$ cat config.mk
export PLATFORM = sky130hd
export DESIGN_NAME = btf_blend
export DESIGN_NICKNAME = d
export VERILOG_FILES = /design/src/design/btf_pkg.sv /design/src/design/btf_blend.sv
export SDC_FILE = /design/constraint.sdc
export NUM_CORES = 2
export LEC_CHECK = 0
export BUFFER_PORTS_ARGS = -buffer_cell sky130_fd_sc_hd__buf_2
export CAP_MARGIN = 10
export CORE_MARGIN = 4
export CORE_UTILIZATION = 50
export CTS_CLUSTER_SIZE = 14
export DETAILED_ROUTE_END_ITERATION = 8
export PLACE_DENSITY = 0.62
export SETUP_SLACK_MARGIN = 0.3
export SLEW_MARGIN = 5
export SYNTH_ARGS = -nofsm -noshare
export SYNTH_HDL_FRONTEND = slang
export SYNTH_SLANG_ARGS = --single-unit
export TNS_END_PERCENT = 50
$ cat constraint.sdc
create_clock -name aclk -period 12 [get_ports aclk]
set_input_delay 0.6 -clock aclk [delete_from_list [all_inputs] [get_ports aclk]]
set_output_delay 0.6 -clock aclk [all_outputs]
set_load 0.02 [all_outputs]
$ cat src/design/btf_pkg.sv
// Package for the bilinear texel filter: sizes, item codes, register indexes
// and the per-channel blend functions. Depends on nothing.
package btf_pkg;

    // Texel memory depth (a power of two) and coordinate fraction bits.
    localparam int TEXEL_DEPTH = 16384;
    localparam int FRAC_BITS   = 8;

    localparam int ADDR_W     = $clog2(TEXEL_DEPTH);
    localparam int TEXEL_W    = 32;
    localparam int CHAN_W     = 8;
    localparam int LERP_BITS  = 15;
    localparam int COORD_W    = 16;
    localparam int IDX_W      = 7;     // texture side is at most 128 texels
    localparam int LIN_W      = 14;    // linear texel index width
    localparam int LOG2_W     = 3;
    localparam int OUT_SLOTS  = 2;     // result buffer entries

    localparam logic [LOG2_W-1:0] LOG2_RESET = 3'd7;

    typedef enum logic {
        KIND_WRITE  = 1'b0,
        KIND_SAMPLE = 1'b1
    } btf_kind_t;

    // Configuration register indexes.
    localparam logic CFG_WIDTH_LOG2  = 1'b0;
    localparam logic CFG_HEIGHT_LOG2 = 1'b1;

    // Order in which the four neighbours are read.
    localparam logic [1:0] SLOT_00 = 2'd0;
    localparam logic [1:0] SLOT_10 = 2'd1;
    localparam logic [1:0] SLOT_01 = 2'd2;
    localparam logic [1:0] SLOT_11 = 2'd3;

    // Memory request from the sequencer.
    typedef struct packed {
        logic                en;
        logic                we;
        logic [ADDR_W-1:0]   addr;
        logic [TEXEL_W-1:0]  wdata;
    } btf_mem_req_t;

    // Tag that travels alongside each texel read.
    typedef struct packed {
        logic                 vld;
        logic [1:0]           slot;
        logic [LERP_BITS-1:0] fx;
        logic [LERP_BITS-1:0] fy;
    } btf_rd_tag_t;

    // Rounded multiply-high lerp on one 8-bit channel.
    function automatic logic [CHAN_W-1:0] lerp_chan(
        input logic [CHAN_W-1:0]    a,
        input logic [CHAN_W-1:0]    b,
        input logic [LERP_BITS-1:0] f
    );
        logic signed [CHAN_W:0]    d;
        logic signed [24:0]        prod;
        logic signed [9:0]         p;
        logic        [9:0]         sum;
        d    = $signed({1'b0, b}) - $signed({1'b0, a});
        prod = 25'(d * $signed({1'b0, f})) + 25'sd16384;
        p    = 10'(prod >>> LERP_BITS);
        sum  = 10'({2'b00, a}) + 10'(p);
        return sum[CHAN_W-1:0];
    endfunction

    // Lerp of all four channels of a packed texel.
    function automatic logic [TEXEL_W-1:0] lerp_texel(
        input logic [TEXEL_W-1:0]   a,
        input logic [TEXEL_W-1:0]   b,
        input logic [LERP_BITS-1:0] f
    );
        logic [TEXEL_W-1:0] r;
        r = '0;
        for (int ch = 0; ch < 4; ch++) begin
            r[ch*CHAN_W +: CHAN_W] = lerp_chan(a[ch*CHAN_W +: CHAN_W],
                                               b[ch*CHAN_W +: CHAN_W], f);
        end
        return r;
    endfunction

    // Linear texel index to memory address, modulo the depth.
    function automatic logic [ADDR_W-1:0] to_mem_addr(input logic [LIN_W-1:0] a);
        return ADDR_W'(a);
    endfunction

endpackage

$ cat src/design/btf_blend.sv
// Blend datapath: gathers the four neighbours, lerps along rows then columns,
// buffers results and counts samples in flight. Uses btf_pkg.
module btf_blend (
    input  logic                           aclk,
    input  logic                           aresetn,
    input  btf_pkg::btf_rd_tag_t           rd_tag,
    input  logic [btf_pkg::TEXEL_W-1:0]    rdata,
    input  logic                           sample_accept,
    output logic                           credit_ok,
    output logic                           m_valid,
    input  logic                           m_ready,
    output logic [btf_pkg::CHAN_W-1:0]     m_red,
    output logic [btf_pkg::CHAN_W-1:0]     m_green,
    output logic [btf_pkg::CHAN_W-1:0]     m_blue,
    output logic [btf_pkg::CHAN_W-1:0]     m_alpha
);

    btf_pkg::btf_rd_tag_t          tag_reg;
    logic [btf_pkg::TEXEL_W-1:0]   c00_reg, c10_reg, c01_reg;
    logic [btf_pkg::TEXEL_W-1:0]   row1_reg, row2_reg;
    logic [btf_pkg::LERP_BITS-1:0] fy_reg;
    logic                          row_vld_reg;
    logic [btf_pkg::TEXEL_W-1:0]   fifo_reg [btf_pkg::OUT_SLOTS];
    logic                          wr_ptr_reg, rd_ptr_reg;
    logic [1:0]                    count_reg, count_next;
    logic [1:0]                    inflight_reg, inflight_next;
    logic                          m_xfer;
    logic [btf_pkg::TEXEL_W-1:0]   head;

    // Read data lines up with the registered tag in the cycle after the request.
    always_ff @(posedge aclk) begin
        tag_reg.slot <= rd_tag.slot;
        tag_reg.fx   <= rd_tag.fx;
        tag_reg.fy   <= rd_tag.fy;
        if (!aresetn) begin
            tag_reg.vld <= 1'b0;
            row_vld_reg <= 1'b0;
        end else begin
            tag_reg.vld <= rd_tag.vld;
            row_vld_reg <= tag_reg.vld && (tag_reg.slot == btf_pkg::SLOT_11);
        end
    end

    always_ff @(posedge aclk) begin
        if (tag_reg.vld) begin
            case (tag_reg.slot)
                btf_pkg::SLOT_00: c00_reg <= rdata;
                btf_pkg::SLOT_10: c10_reg <= rdata;
                btf_pkg::SLOT_01: c01_reg <= rdata;
                btf_pkg::SLOT_11: begin
                    row1_reg <= btf_pkg::lerp_texel(c00_reg, c10_reg, tag_reg.fx);
                    row2_reg <= btf_pkg::lerp_texel(c01_reg, rdata, tag_reg.fx);
                    fy_reg   <= tag_reg.fy;
                end
                default: ;
            endcase
        end
    end

    assign m_xfer    = m_valid && m_ready;
    assign m_valid   = (count_reg != 2'd0);
    assign head      = fifo_reg[rd_ptr_reg];
    assign m_red     = head[0*btf_pkg::CHAN_W +: btf_pkg::CHAN_W];
    assign m_green   = head[1*btf_pkg::CHAN_W +: btf_pkg::CHAN_W];
    assign m_blue    = head[2*btf_pkg::CHAN_W +: btf_pkg::CHAN_W];
    assign m_alpha   = head[3*btf_pkg::CHAN_W +: btf_pkg::CHAN_W];
    assign credit_ok = (inflight_reg < 2'(btf_pkg::OUT_SLOTS));

    always_comb begin
        count_next    = count_reg + 2'(row_vld_reg) - 2'(m_xfer);
        inflight_next = inflight_reg + 2'(sample_accept) - 2'(m_xfer);
    end

    always_ff @(posedge aclk) begin
        if (row_vld_reg) begin
            fifo_reg[wr_ptr_reg] <= btf_pkg::lerp_texel(row1_reg, row2_reg, fy_reg);
        end
    end

    always_ff @(posedge aclk) begin
        if (!aresetn) begin
            wr_ptr_reg   <= 1'b0;
            rd_ptr_reg   <= 1'b0;
            count_reg    <= 2'd0;
            inflight_reg <= 2'd0;
        end else begin
            if (row_vld_reg) begin
                wr_ptr_reg <= !wr_ptr_reg;
            end
            if (m_xfer) begin
                rd_ptr_reg <= !rd_ptr_reg;
            end
            count_reg    <= count_next;
            inflight_reg <= inflight_next;
        end
    end

endmodule

==> summary.md <==
| Metric | Value |
|---|---|
| Status | finished clean |
| Period utilisation layout | 74.37% |
| Reg2Reg Setup Slack | 3.08 ns |
| Worst min path class | primary input to flop |
| Max-slew headroom | 26.21% |
| Vias in the first global route | 47010 |
| Mapped Cells | 6486 |
| Cts repair resizes | 0 |
| Clk Latency, worst-skew pair | 0.63 ns |
| Chip height | 362.2 um |
| Fin. Hold Viols | 0 |
| Most frequent cells in the layout | 1174 x inv_1, 1116 x fa_1, 832 x ha_1 |
| Seq cells post-synth | 280 |
| Hpwl dp | 116.4 mm |
| CTS tree | yes |
| Largest register FFs | 64 |
| Grt ovf | 0 |
| WHS Path Cells | 1 |
| Final WL | 156.9 mm |
| Async set-or-reset flop fraction in the synthesized netlist | 0% |
| Library cells used by synthesis | 66 |
| Initial Util | 50.54% |
| Starting DRT DRC Count | 2105 |
| CTS max path bufs | 3 |
| Reg2reg path depth | 31 |
| Drt drc | 0 |
| Crit-path max FO | 15 |
| Final ANT Viol Nets | 0 |
| Setup crit start | row1_reg[1] |
| Average cell area after synthesis | 9.672 um^2 |
| Critical path startpoint category | flop |
| Sequential area share after synthesis | 12.75% |
| Post-synth EDFFs | 239 |
| Critical Path Max Stage Delay | 0.63 ns |
| Reg clk slew, reported paths | 0.07 ns |
| Total core area | 124100 um^2 |
| Cts bufs inserted | 41 |
| RSZ-0062 raised after global routing | false |
| # rows | 129 |
| Worst Tran Pin Value | 1.107 ns |
| Boundary Pins | 103 |
| Mapped Nets | 8503 |
| Total Nets Final | 8497 |
| Max Clock Freq | 112.1 MHz |
| Hold Startpoint | rd_tag[7] |
| CTS Hold Buffers Added | 0 |
| Setup TNS | 0 ns |
| Clock Tree Root | clkbuf_16 |
| Syn Std Cell Area | 62730 um^2 |
| Vias | 43490 |
| R2R Path Start | row1_reg[1] |
| Synth top area share | 35.61% |
| Critical path endpoint category | flop |
| Area growth from synthesis to layout | 6.293% |
| Wirelength per Cell | 19.24 um |
| First-pass GRT wire length | 257.6 mm |
| Critical-path top delay cell | o311ai_1 |
| Post-CTS Setup Bufs | 0 |
| CP required | 12.35 ns |
| Top post-synthesis cells by area | fa_1 36%, ha_1 17%, edfxtp_1 11%, inv_1 7.0%, and2_1 5.9% |
| First-pass DRT Iterations | 5 |
| Most common cell after layout, fill and taps aside | inv_1 |
| Htree depth | 2 |
| Largest net degree at the start of global routing | 60 |
| Max_cap viols | 0 |
| Hold path endpoint | tag_reg[7] |
| Share of layout cells above drive strength 1 | 6.879% |
| Die width | 362.2 um |
| Clock Skews | 0.04072 ns |
| Slew Viols, Final | 0 |
| Initial antenna violation count | 10 |
| Overall track demand over capacity in global routing | 24.76% |
| Die ar. | 131200 um^2 |
| Setup violators final | 0 |
| Cell taking the most area after synthesis | fa_1 |
| Clock sink count | 280 |
| Top_reg_cell synth | edfxtp_1 |
| Vias per cell | 5.333 |
| IO Port Bufs | 102 |
| Crit path buf inv count | 2 |
| Crit path kind | flop to flop |
| Placer Congestion | 0.8468 |
| Tmin final | 8.924 ns |
| Worst reg2reg endpoint | fifo_reg[1][7] |
| Warnings from Yosys | 0 |
| Worst path arrival time | 9.28 ns |
| Crit path max-delay family | compound AO/OA/AOI/OAI gates |
-- worst max-delay path by stage --
stage                           end  depth (start not counted)  slack (ns)
detailed placement      row2_reg[7]                         34        3.09
finish               fifo_reg[1][7]                         31        3.08
floorplan           fifo_reg[0][15]                         36        3.86
global route         fifo_reg[1][7]                         31        2.28
CTS                  fifo_reg[0][7]                         31        3.07
global placement        row2_reg[7]                         34        3.13
-- synthesized netlist by cell type, drive strengths merged (3+ instances only) --
| cell | number |
|---|---|
| a211o | 3 |
| a211oi | 7 |
| a21boi | 37 |
| a21o | 43 |
| a21oi | 91 |
| a22o | 3 |
| a22oi | 3 |
| a2bb2oi | 3 |
| a311oi | 4 |
| a31oi | 11 |
| and2 | 590 |
| and3 | 108 |
| buf | 3 |
| clkbuf | 278 |
| dfxtp | 41 |
| edfxtp | 239 |
| fa | 1116 |
| ha | 832 |
| inv | 1174 |
| mux2 | 32 |
| nand2 | 397 |
| nand2b | 323 |
| nand3 | 99 |
| nand3b | 6 |
| nand4 | 11 |
| nand4b | 3 |
| nand4bb | 3 |
| nor2 | 304 |
| nor2b | 66 |
| nor3 | 50 |
| nor4 | 9 |
| nor4bb | 4 |
| o2111ai | 4 |
| o211ai | 12 |
| o21a | 31 |
| o21ai | 126 |
| o21bai | 8 |
| o41a | 8 |
| o41ai | 8 |
| or2 | 85 |
| or3 | 30 |
| xnor2 | 201 |
| xor2 | 53 |
-- layer usage --
layer / part of all wire, % / vias up / GRT usage, %
met2: 48 / 925 / 42.48
met5: 0.026 / - / 0
met3: 5.5 / 178 / 3.462
met4: 2.2 / 6 / 5.260
li1: - / 20100 / -
met1: 44 / 22280 / 33.65
-- cells by family after synthesis --
logic type               share of synthesized area (%)
AND/OR/NAND/NOR                                  17.99
adder cells (fa/ha/maj)                          52.21
buffers and inverters                            8.718
AO/OA/AOI/OAI                                    4.216
flip-flops                                       12.75
XOR/XNOR                                         3.546
multiplexers                                    0.5744
-- worst register-to-register path: cells and delay by family, from the launching register on --
family,cells,cell delay [ns]
compound gates,12,3.16
fa+ha+maj,8,3.01
simple gates,5,1.19
xor+xnor,4,0.61
flops,1,0.45
buf+inv,2,0.26
-- layout make-up --
| type | instances | area (um^2) |
|---|---|---|
| Clock buffer | 50 | 1102 |
| Clock inverter | 26 | 277.8 |
| Timing Repair Buffer | 232 | 1486 |
| Antenna cell | 4 | 10.01 |
| Sequential cell | 280 | 8018 |
| Multi-Input combinational cell | 4749 | 49320 |
| Fill cell | 11180 | 57440 |
| Tap cell | 1637 | 2048 |
| Inverter | 1176 | 4414 |
-- stage by stage --
step	hold slack (ns)	utilization (%)	setup WS, ns	cells	instance area [um^2]
floorplan	0.3855	-	3.864	6486	62730
global route	0.04567	53.72	2.285	8151	66670
CTS	0.02261	53.71	3.071	8150	66670
global placement	0.3886	52.60	3.129	8074	65290
detailed placement	0.3906	52.60	3.090	8074	65290
finish	0.06655	53.72	3.076	8154	66680
Power is not shown: default switching activity piles up to over one toggle a cycle in this logic, so the estimate is an artifact.
