`config.mk`:
```
export PLATFORM = sky130hd
export DESIGN_NAME = btf_issue
export DESIGN_NICKNAME = d
export VERILOG_FILES = /design/src/design/btf_pkg.sv /design/src/design/btf_issue.sv
export SDC_FILE = /design/constraint.sdc
export NUM_CORES = 1
export LEC_CHECK = 0
export BUFFER_PORTS_ARGS = -buffer_cell sky130_fd_sc_hd__clkbuf_2
export CAP_MARGIN = 20
export CORE_UTILIZATION = 39
export DETAILED_ROUTE_END_ITERATION = 6
export PLACE_DENSITY = 0.63
export SLEW_MARGIN = 20
export SYNTH_ARGS = -nofsm -noshare
export SYNTH_HDL_FRONTEND = slang
export SYNTH_SLANG_ARGS = --single-unit
```
`constraint.sdc`:
```
create_clock -name aclk -period 7.84 [get_ports aclk]
set_input_delay 1.568 -clock aclk [delete_from_list [all_inputs] [get_ports aclk]]
set_output_delay 1.568 -clock aclk [all_outputs]
set_load 0.01 [all_outputs]
```
`src/design/btf_pkg.sv`:
```
// Package for the bilinear texel filter: sizes, item codes, register indexes
// and the per-channel blend functions. Depends on nothing.
package btf_pkg;

    // Texel memory depth (a power of two) and coordinate fraction bits.
    localparam int TEXEL_DEPTH = 16384;
    localparam int FRAC_BITS   = 8;

    localparam int ADDR_W     = $clog2(TEXEL_DEPTH);
    localparam int TEXEL_W    = 32;
    localparam int CHAN_W     = 8;
    localparam int LERP_BITS  = 15;
    localparam int COORD_W    = 16;
    localparam int IDX_W      = 7;     // texture side is at most 128 texels
    localparam int LIN_W      = 14;    // linear texel index width
    localparam int LOG2_W     = 3;
    localparam int OUT_SLOTS  = 2;     // result buffer entries

    localparam logic [LOG2_W-1:0] LOG2_RESET = 3'd7;

    typedef enum logic {
        KIND_WRITE  = 1'b0,
        KIND_SAMPLE = 1'b1
    } btf_kind_t;

    // Configuration register indexes.
    localparam logic CFG_WIDTH_LOG2  = 1'b0;
    localparam logic CFG_HEIGHT_LOG2 = 1'b1;

    // Order in which the four neighbours are read.
    localparam logic [1:0] SLOT_00 = 2'd0;
    localparam logic [1:0] SLOT_10 = 2'd1;
    localparam logic [1:0] SLOT_01 = 2'd2;
    localparam logic [1:0] SLOT_11 = 2'd3;

    // Memory request from the sequencer.
    typedef struct packed {
        logic                en;
        logic                we;
        logic [ADDR_W-1:0]   addr;
        logic [TEXEL_W-1:0]  wdata;
    } btf_mem_req_t;

    // Tag that travels alongside each texel read.
    typedef struct packed {
        logic                 vld;
        logic [1:0]           slot;
        logic [LERP_BITS-1:0] fx;
        logic [LERP_BITS-1:0] fy;
    } btf_rd_tag_t;

    // Rounded multiply-high lerp on one 8-bit channel.
    function automatic logic [CHAN_W-1:0] lerp_chan(
        input logic [CHAN_W-1:0]    a,
        input logic [CHAN_W-1:0]    b,
        input logic [LERP_BITS-1:0] f
    );
        logic signed [CHAN_W:0]    d;
        logic signed [24:0]        prod;
        logic signed [9:0]         p;
        logic        [9:0]         sum;
        d    = $signed({1'b0, b}) - $signed({1'b0, a});
        prod = 25'(d * $signed({1'b0, f})) + 25'sd16384;
        p    = 10'(prod >>> LERP_BITS);
        sum  = 10'({2'b00, a}) + 10'(p);
        return sum[CHAN_W-1:0];
    endfunction

    // Lerp of all four channels of a packed texel.
    function automatic logic [TEXEL_W-1:0] lerp_texel(
        input logic [TEXEL_W-1:0]   a,
        input logic [TEXEL_W-1:0]   b,
        input logic [LERP_BITS-1:0] f
    );
        logic [TEXEL_W-1:0] r;
        r = '0;
        for (int ch = 0; ch < 4; ch++) begin
            r[ch*CHAN_W +: CHAN_W] = lerp_chan(a[ch*CHAN_W +: CHAN_W],
                                               b[ch*CHAN_W +: CHAN_W], f);
        end
        return r;
    endfunction

    // Linear texel index to memory address, modulo the depth.
    function automatic logic [ADDR_W-1:0] to_mem_addr(input logic [LIN_W-1:0] a);
        return ADDR_W'(a);
    endfunction

endpackage

```
`src/design/btf_issue.sv`:
```
// Request sequencer: configuration registers, neighbour address generation
// and the one-access-per-cycle schedule of the texel memory. Uses btf_pkg.
module btf_issue (
    input  logic                            aclk,
    input  logic                            aresetn,
    input  logic                            cfg_valid,
    output logic                            cfg_ready,
    input  logic                            cfg_index,
    input  logic [btf_pkg::LOG2_W-1:0]      cfg_data,
    input  logic                            s_valid,
    output logic                            s_ready,
    input  logic                            s_kind,
    input  logic [btf_pkg::LIN_W-1:0]       s_texel_addr,
    input  logic [btf_pkg::TEXEL_W-1:0]     s_texel_value,
    input  logic [btf_pkg::COORD_W-1:0]     s_u_coord,
    input  logic [btf_pkg::COORD_W-1:0]     s_v_coord,
    input  logic                            credit_ok,
    output btf_pkg::btf_mem_req_t           mem_req,
    output btf_pkg::btf_rd_tag_t            rd_tag
);

    logic [btf_pkg::LOG2_W-1:0]    width_log2_reg, height_log2_reg;
    logic                          busy_reg, busy_next;
    logic                          sample_reg, sample_next;
    logic [1:0]                    cnt_reg, cnt_next;
    logic [btf_pkg::ADDR_W-1:0]    addr_reg [4];
    logic [btf_pkg::ADDR_W-1:0]    addr_next [4];
    logic [btf_pkg::TEXEL_W-1:0]   wdata_reg;
    logic [btf_pkg::LERP_BITS-1:0] fx_reg, fx_next, fy_reg, fy_next;

    logic                          last;
    logic                          s_accept;
    logic [btf_pkg::IDX_W-1:0]     wmask, hmask, ix, iy;
    logic [btf_pkg::COORD_W-1:0]   u_int, v_int;
    logic [btf_pkg::LIN_W-1:0]     a00, a10, a01, a11, row_step, down_step;

    assign cfg_ready = 1'b1;

    always_ff @(posedge aclk) begin
        if (!aresetn) begin
            width_log2_reg  <= btf_pkg::LOG2_RESET;
            height_log2_reg <= btf_pkg::LOG2_RESET;
        end else if (cfg_valid) begin
            case (cfg_index)
                btf_pkg::CFG_WIDTH_LOG2:  width_log2_reg  <= cfg_data;
                btf_pkg::CFG_HEIGHT_LOG2: height_log2_reg <= cfg_data;
                default: ;
            endcase
        end
    end

    // A sample holds the port until its four neighbour reads are issued, a write only for its own access.
    assign last     = !sample_reg || (cnt_reg == btf_pkg::SLOT_11);
    assign s_ready  = (!busy_reg || last) &&
                      ((s_kind == btf_pkg::KIND_WRITE) || credit_ok);
    assign s_accept = s_valid && s_ready;

    always_comb begin
        wmask     = btf_pkg::IDX_W'((8'd1 << width_log2_reg) - 8'd1);
        hmask     = btf_pkg::IDX_W'((8'd1 << height_log2_reg) - 8'd1);
        u_int     = s_u_coord >> btf_pkg::FRAC_BITS;
        v_int     = s_v_coord >> btf_pkg::FRAC_BITS;
        ix        = btf_pkg::IDX_W'(u_int) & wmask;
        iy        = btf_pkg::IDX_W'(v_int) & hmask;
        row_step  = btf_pkg::LIN_W'(1) << width_log2_reg;
        down_step = (iy != hmask) ? row_step : '0;
        a00       = btf_pkg::LIN_W'(ix) + (btf_pkg::LIN_W'(iy) << width_log2_reg);
        a10       = a00 + btf_pkg::LIN_W'(ix != wmask);
        a01       = a00 + down_step;
        a11       = a10 + down_step;
    end

    always_comb begin
        busy_next   = busy_reg;
        sample_next = sample_reg;
        cnt_next    = cnt_reg;
        addr_next   = addr_reg;
        fx_next     = fx_reg;
        fy_next     = fy_reg;
        if (s_accept) begin
            busy_next   = 1'b1;
            sample_next = (s_kind == btf_pkg::KIND_SAMPLE);
            cnt_next    = btf_pkg::SLOT_00;
            fx_next     = btf_pkg::LERP_BITS'(s_u_coord[btf_pkg::FRAC_BITS-1:0])
                          << (btf_pkg::LERP_BITS - btf_pkg::FRAC_BITS);
            fy_next     = btf_pkg::LERP_BITS'(s_v_coord[btf_pkg::FRAC_BITS-1:0])
                          << (btf_pkg::LERP_BITS - btf_pkg::FRAC_BITS);
            if (s_kind == btf_pkg::KIND_SAMPLE) begin
                addr_next[btf_pkg::SLOT_00] = btf_pkg::to_mem_addr(a00);
                addr_next[btf_pkg::SLOT_10] = btf_pkg::to_mem_addr(a10);
                addr_next[btf_pkg::SLOT_01] = btf_pkg::to_mem_addr(a01);
                addr_next[btf_pkg::SLOT_11] = btf_pkg::to_mem_addr(a11);
            end else begin
                addr_next[btf_pkg::SLOT_00] = btf_pkg::to_mem_addr(s_texel_addr);
            end
        end else if (busy_reg && last) begin
            busy_next = 1'b0;
        end else if (busy_reg) begin
            cnt_next = cnt_reg + 2'd1;
        end
    end

    always_ff @(posedge aclk) begin
        if (!aresetn) begin
            busy_reg   <= 1'b0;
            sample_reg <= 1'b0;
            cnt_reg    <= btf_pkg::SLOT_00;
        end else begin
            busy_reg   <= busy_next;
            sample_reg <= sample_next;
            cnt_reg    <= cnt_next;
        end
    end

    always_ff @(posedge aclk) begin
        addr_reg <= addr_next;
        fx_reg   <= fx_next;
        fy_reg   <= fy_next;
        if (s_accept) begin
            wdata_reg <= s_texel_value;
        end
    end

    always_comb begin
        mem_req.en    = busy_reg;
        mem_req.we    = !sample_reg;
        mem_req.addr  = addr_reg[cnt_reg];
        mem_req.wdata = wdata_reg;
        rd_tag.vld    = busy_reg && sample_reg;
        rd_tag.slot   = cnt_reg;
        rd_tag.fx     = fx_reg;
        rd_tag.fy     = fy_reg;
    end

endmodule

```
==> results.sh <==
export IMPL_status="completed"
export IMPL_clock_skew_ps=7.95
export IMPL_regArea_um2=3320
export IMPL_gp_congestion=0.849
export IMPL_synth_area_per_cell_um2=12.0
export IMPL_core_um2=15900
export IMPL_multi_input_area_um2=2790
export IMPL_clkSinkCount=114
export IMPL_syn_inst=530
export IMPL_die_area_um2=16800
export IMPL_worstSetupEndpointType="flip-flop"
export IMPL_final_area_um2=7930
export IMPL_cts_setup_buffers=0
export IMPL_cts_hold_buf=0
export IMPL_crit_type="reg2reg"
export IMPL_timing_final_hold_violations=0
export IMPL_max_freq_mhz=182
export IMPL_tightest_slew_ps=860
export IMPL_worstHoldPathType="reg2reg"
export IMPL_num_rows=46
export IMPL_grtUsageTotal=0.176
export IMPL_ctsResizeCount=0
export IMPL_numCtsBuffers=17
export IMPL_power_leakage_uw=0.00334
export IMPL_overflow=0
export IMPL_areaGrowthSynthToFinish_pct=25.1
export IMPL_synth_top_cell_area_share=0.492
export IMPL_cp_endpoint="addr_reg[12]$_DFFE_PP_"
export IMPL_dr_total_vias=4609
export IMPL_fin_nets=804
export IMPL_grt_pass1_wl_um=22400
export IMPL_setup_viol=0
export IMPL_largest_reg_flops=56
export IMPL_critPathBufInv=1
export IMPL_drc_errors=0
export IMPL_slew_headroom=0.424
export IMPL_cts_clk_slew_worst_paths_ps=60
export IMPL_cp_arrival_ps=5640
export IMPL_synth_xor_area_frac=0.0677
export IMPL_tritoncts="yes"
export IMPL_clock_latency_ps=410
export IMPL_cts_max_path_buffers=2
export IMPL_path_cells="clkinv_1 -> nand3_1 -> ha_1 -> nor2_1 -> nand4_1 -> o221ai_1 -> a311oi_1 -> o21ai_0 -> ha_1 -> ha_1 -> and2_1 -> nor2_1 -> ha_1 -> nor2b_1 -> o21ai_0 -> a21boi_0 -> o21a_1 -> o21ai_0 -> nand2b_1 -> a21oi_1 -> nor2_1 -> nand3b_1 -> xnor2_1"
export IMPL_critPathLaunchType="flip-flop"
export IMPL_first_pass_iters=5
export IMPL_fin_setup_tns_ps=0
export IMPL_required_ps=7990
export IMPL_synth_compound_area_share=0.0996
export IMPL_yosys_area_share_simple=0.121
export IMPL_power_density_nw_per_um2=238
export IMPL_grt_pass1_vias=4498
export IMPL_slowest_stage="dfxtp_1"
export IMPL_reg2reg_to="addr_reg[12]$_DFFE_PP_"
export IMPL_ys_types=66
export IMPL_dpl_hpwl_um=10800
export IMPL_ys_top_cells_by_area="edfxtp_1 (49%), ha_1 (5.3%), mux4_2 (5.0%), xnor2_1 (4.1%), dfxtp_1 (3.2%)"
export IMPL_htree_levels=4
export IMPL_avgViaCountPerCell=5.04
export IMPL_worstSetupStartpoint="width_log2_reg[1]$_SDFFE_PN1P_"
export IMPL_totalWireLength_um=14300
export IMPL_n_fill_cell=1410
export IMPL_wl_per_cell_um=15.6
export IMPL_io_pin_count=171
export IMPL_crit_family="compound AO/OA/AOI/OAI gates"
export IMPL_grt_max_degree=56
export IMPL_rsz0062_at_grt="false"
export IMPL_port_buffers=153
export IMPL_cp_depth=23
export IMPL_ys_seq_area_frac=0.524
export IMPL_min_period_ps=5480
export IMPL_utilization=0.499
export IMPL_die_w_um=130
export IMPL_drt_iter0_markers=279
export IMPL_synth_top_area_cell="edfxtp_1"
export IMPL_synthMuxAreaShare=0.0797
export IMPL_synth_top_family_by_area="simple AND/OR/NAND/NOR gates"
export IMPL_netlist_area_um2=6340
export IMPL_finalCritPeriodShare=0.699
export IMPL_regToRegStartpoint="width_log2_reg[1]$_SDFFE_PN1P_"
export IMPL_synth_edf_count=104
export IMPL_placed_area_um2=7260
export IMPL_slowest_delay_ps=840
export IMPL_total_power_uw=1890
export IMPL_drive_gt1_frac=0.324
export IMPL_synthTopCellsByCount="edfxtp_1 (104), nor2_1 (43), nand2_1 (42), xnor2_1 (30), ha_1 (27)"
export IMPL_reg2regPathDepth=23
export IMPL_ir_worst_vdd_mv=0.153
export IMPL_yosys_most_used_dff="edfxtp_1"
export IMPL_yosys_warnings=0
export IMPL_antenna_cells=0
export IMPL_antenna_found_initial=0
export IMPL_path_common_cell="ha_1"
export IMPL_synth_most_common_cell="edfxtp_1"
export IMPL_drv_slew=0
export IMPL_die_h_um=130
export IMPL_ant_nets=0
export IMPL_maxCapViolCount=0
export IMPL_path_max_fanout=21
export IMPL_synth_seq_cells=114
export IMPL_synthAdderAreaFrac=0.0627
export IMPL_cts_root_buffer="clkbuf_16"
export IMPL_whs_ps=607
export IMPL_ff2ff_setup_slack_ps=2360
export IMPL_start_util=0.399
export IMPL_async_flop_share=0
worst min path at each step:
| stage | start | endpoint | slack, ps | cells past startpoint |
|---|---|---|---|---|
| after CTS | cnt_reg[0]$_SDFFE_PP0P_ | cnt_reg[0]$_SDFFE_PP0P_ | 610 | 2 |
| final | cnt_reg[0]$_SDFFE_PP0P_ | cnt_reg[0]$_SDFFE_PP0P_ | 610 | 2 |
| after floorplan | sample_reg$_SDFFE_PN0P_ | sample_reg$_SDFFE_PN0P_ | 590 | 3 |
| after global placement | cnt_reg[0]$_SDFFE_PP0P_ | cnt_reg[0]$_SDFFE_PP0P_ | 560 | 2 |
| after global routing | sample_reg$_SDFFE_PN0P_ | sample_reg$_SDFFE_PN0P_ | 650 | 3 |
| after detailed placement | sample_reg$_SDFFE_PN0P_ | sample_reg$_SDFFE_PN0P_ | 600 | 3 |
cell families (layout without fill, tap and decap cells):
family | after synthesis | count (layout)
AND/OR/NAND/NOR | 156 | 156
flip-flops | 114 | 114
AO/OA/AOI/OAI | 95 | 95
buffers and inverters | 55 | 210
XOR/XNOR | 46 | 46
multiplexers | 32 | 32
adder cells (fa/ha/maj) | 30 | 30
other | 2 | 15
tightest hold or removal path, delay by kind of cell (launching register included):
family	cells	cell delay, ps
flip-flops	1	340
XOR/XNOR	1	160
AND/OR/NAND/NOR	1	50
cell type report:
class | count | share of cell area
sequential | 114 | 0.419
multi-input combinational | 374 | 0.352
timing repair buffer | 157 | 0.102
clock buffer | 17 | 0.0536
tap | 216 | 0.0341
clock inverter | 14 | 0.0292
inverter | 22 | 0.0104
routing by layer:
metal,GRT usage,wire length [um],vias to the layer above
met4,0.0575,180,0
met1,0.210,6250,2160
li1,-,-,2244
met5,0,0,-
met3,0.0462,974,16
met2,0.307,6860,189
placed cells by master, fill, tap and decap left out, drive strengths merged, types with 5 or more instances in the layout:
master and instances:
clkinv 8, nand2 42, ha 27, o21a 8
xor2 15, mux4 14, o21bai 5, a21o 5
clkbuf 170, and2 10, conb 15, nor2b 6
nor3 8, mux2i 10, a21oi 24, xnor2 31
a31oi 6, mux2 8, nand3 18, inv 23
edfxtp 104, and3 6, bufinv 5, o21ai 22
dfxtp 10, nor2 45
where the power goes:
part | total (uW) | internal [uW] | switching (uW) | leakage (uW)
Combinational | 304 | 128 | 177 | 0.00195
Sequential | 739 | 724 | 15.7 | 0.00107
Clock | 848 | 568 | 281 | 0.000320
stage by stage:
stage | instances | setup slack, ps
floorplan | 543 | 3050
global placement | 882 | 2310
detailed placement | 882 | 2290
CTS | 913 | 2370
global route | 914 | 1850
finish | 914 | 2360
No activity file was read; power rests on OpenSTA's default activity.
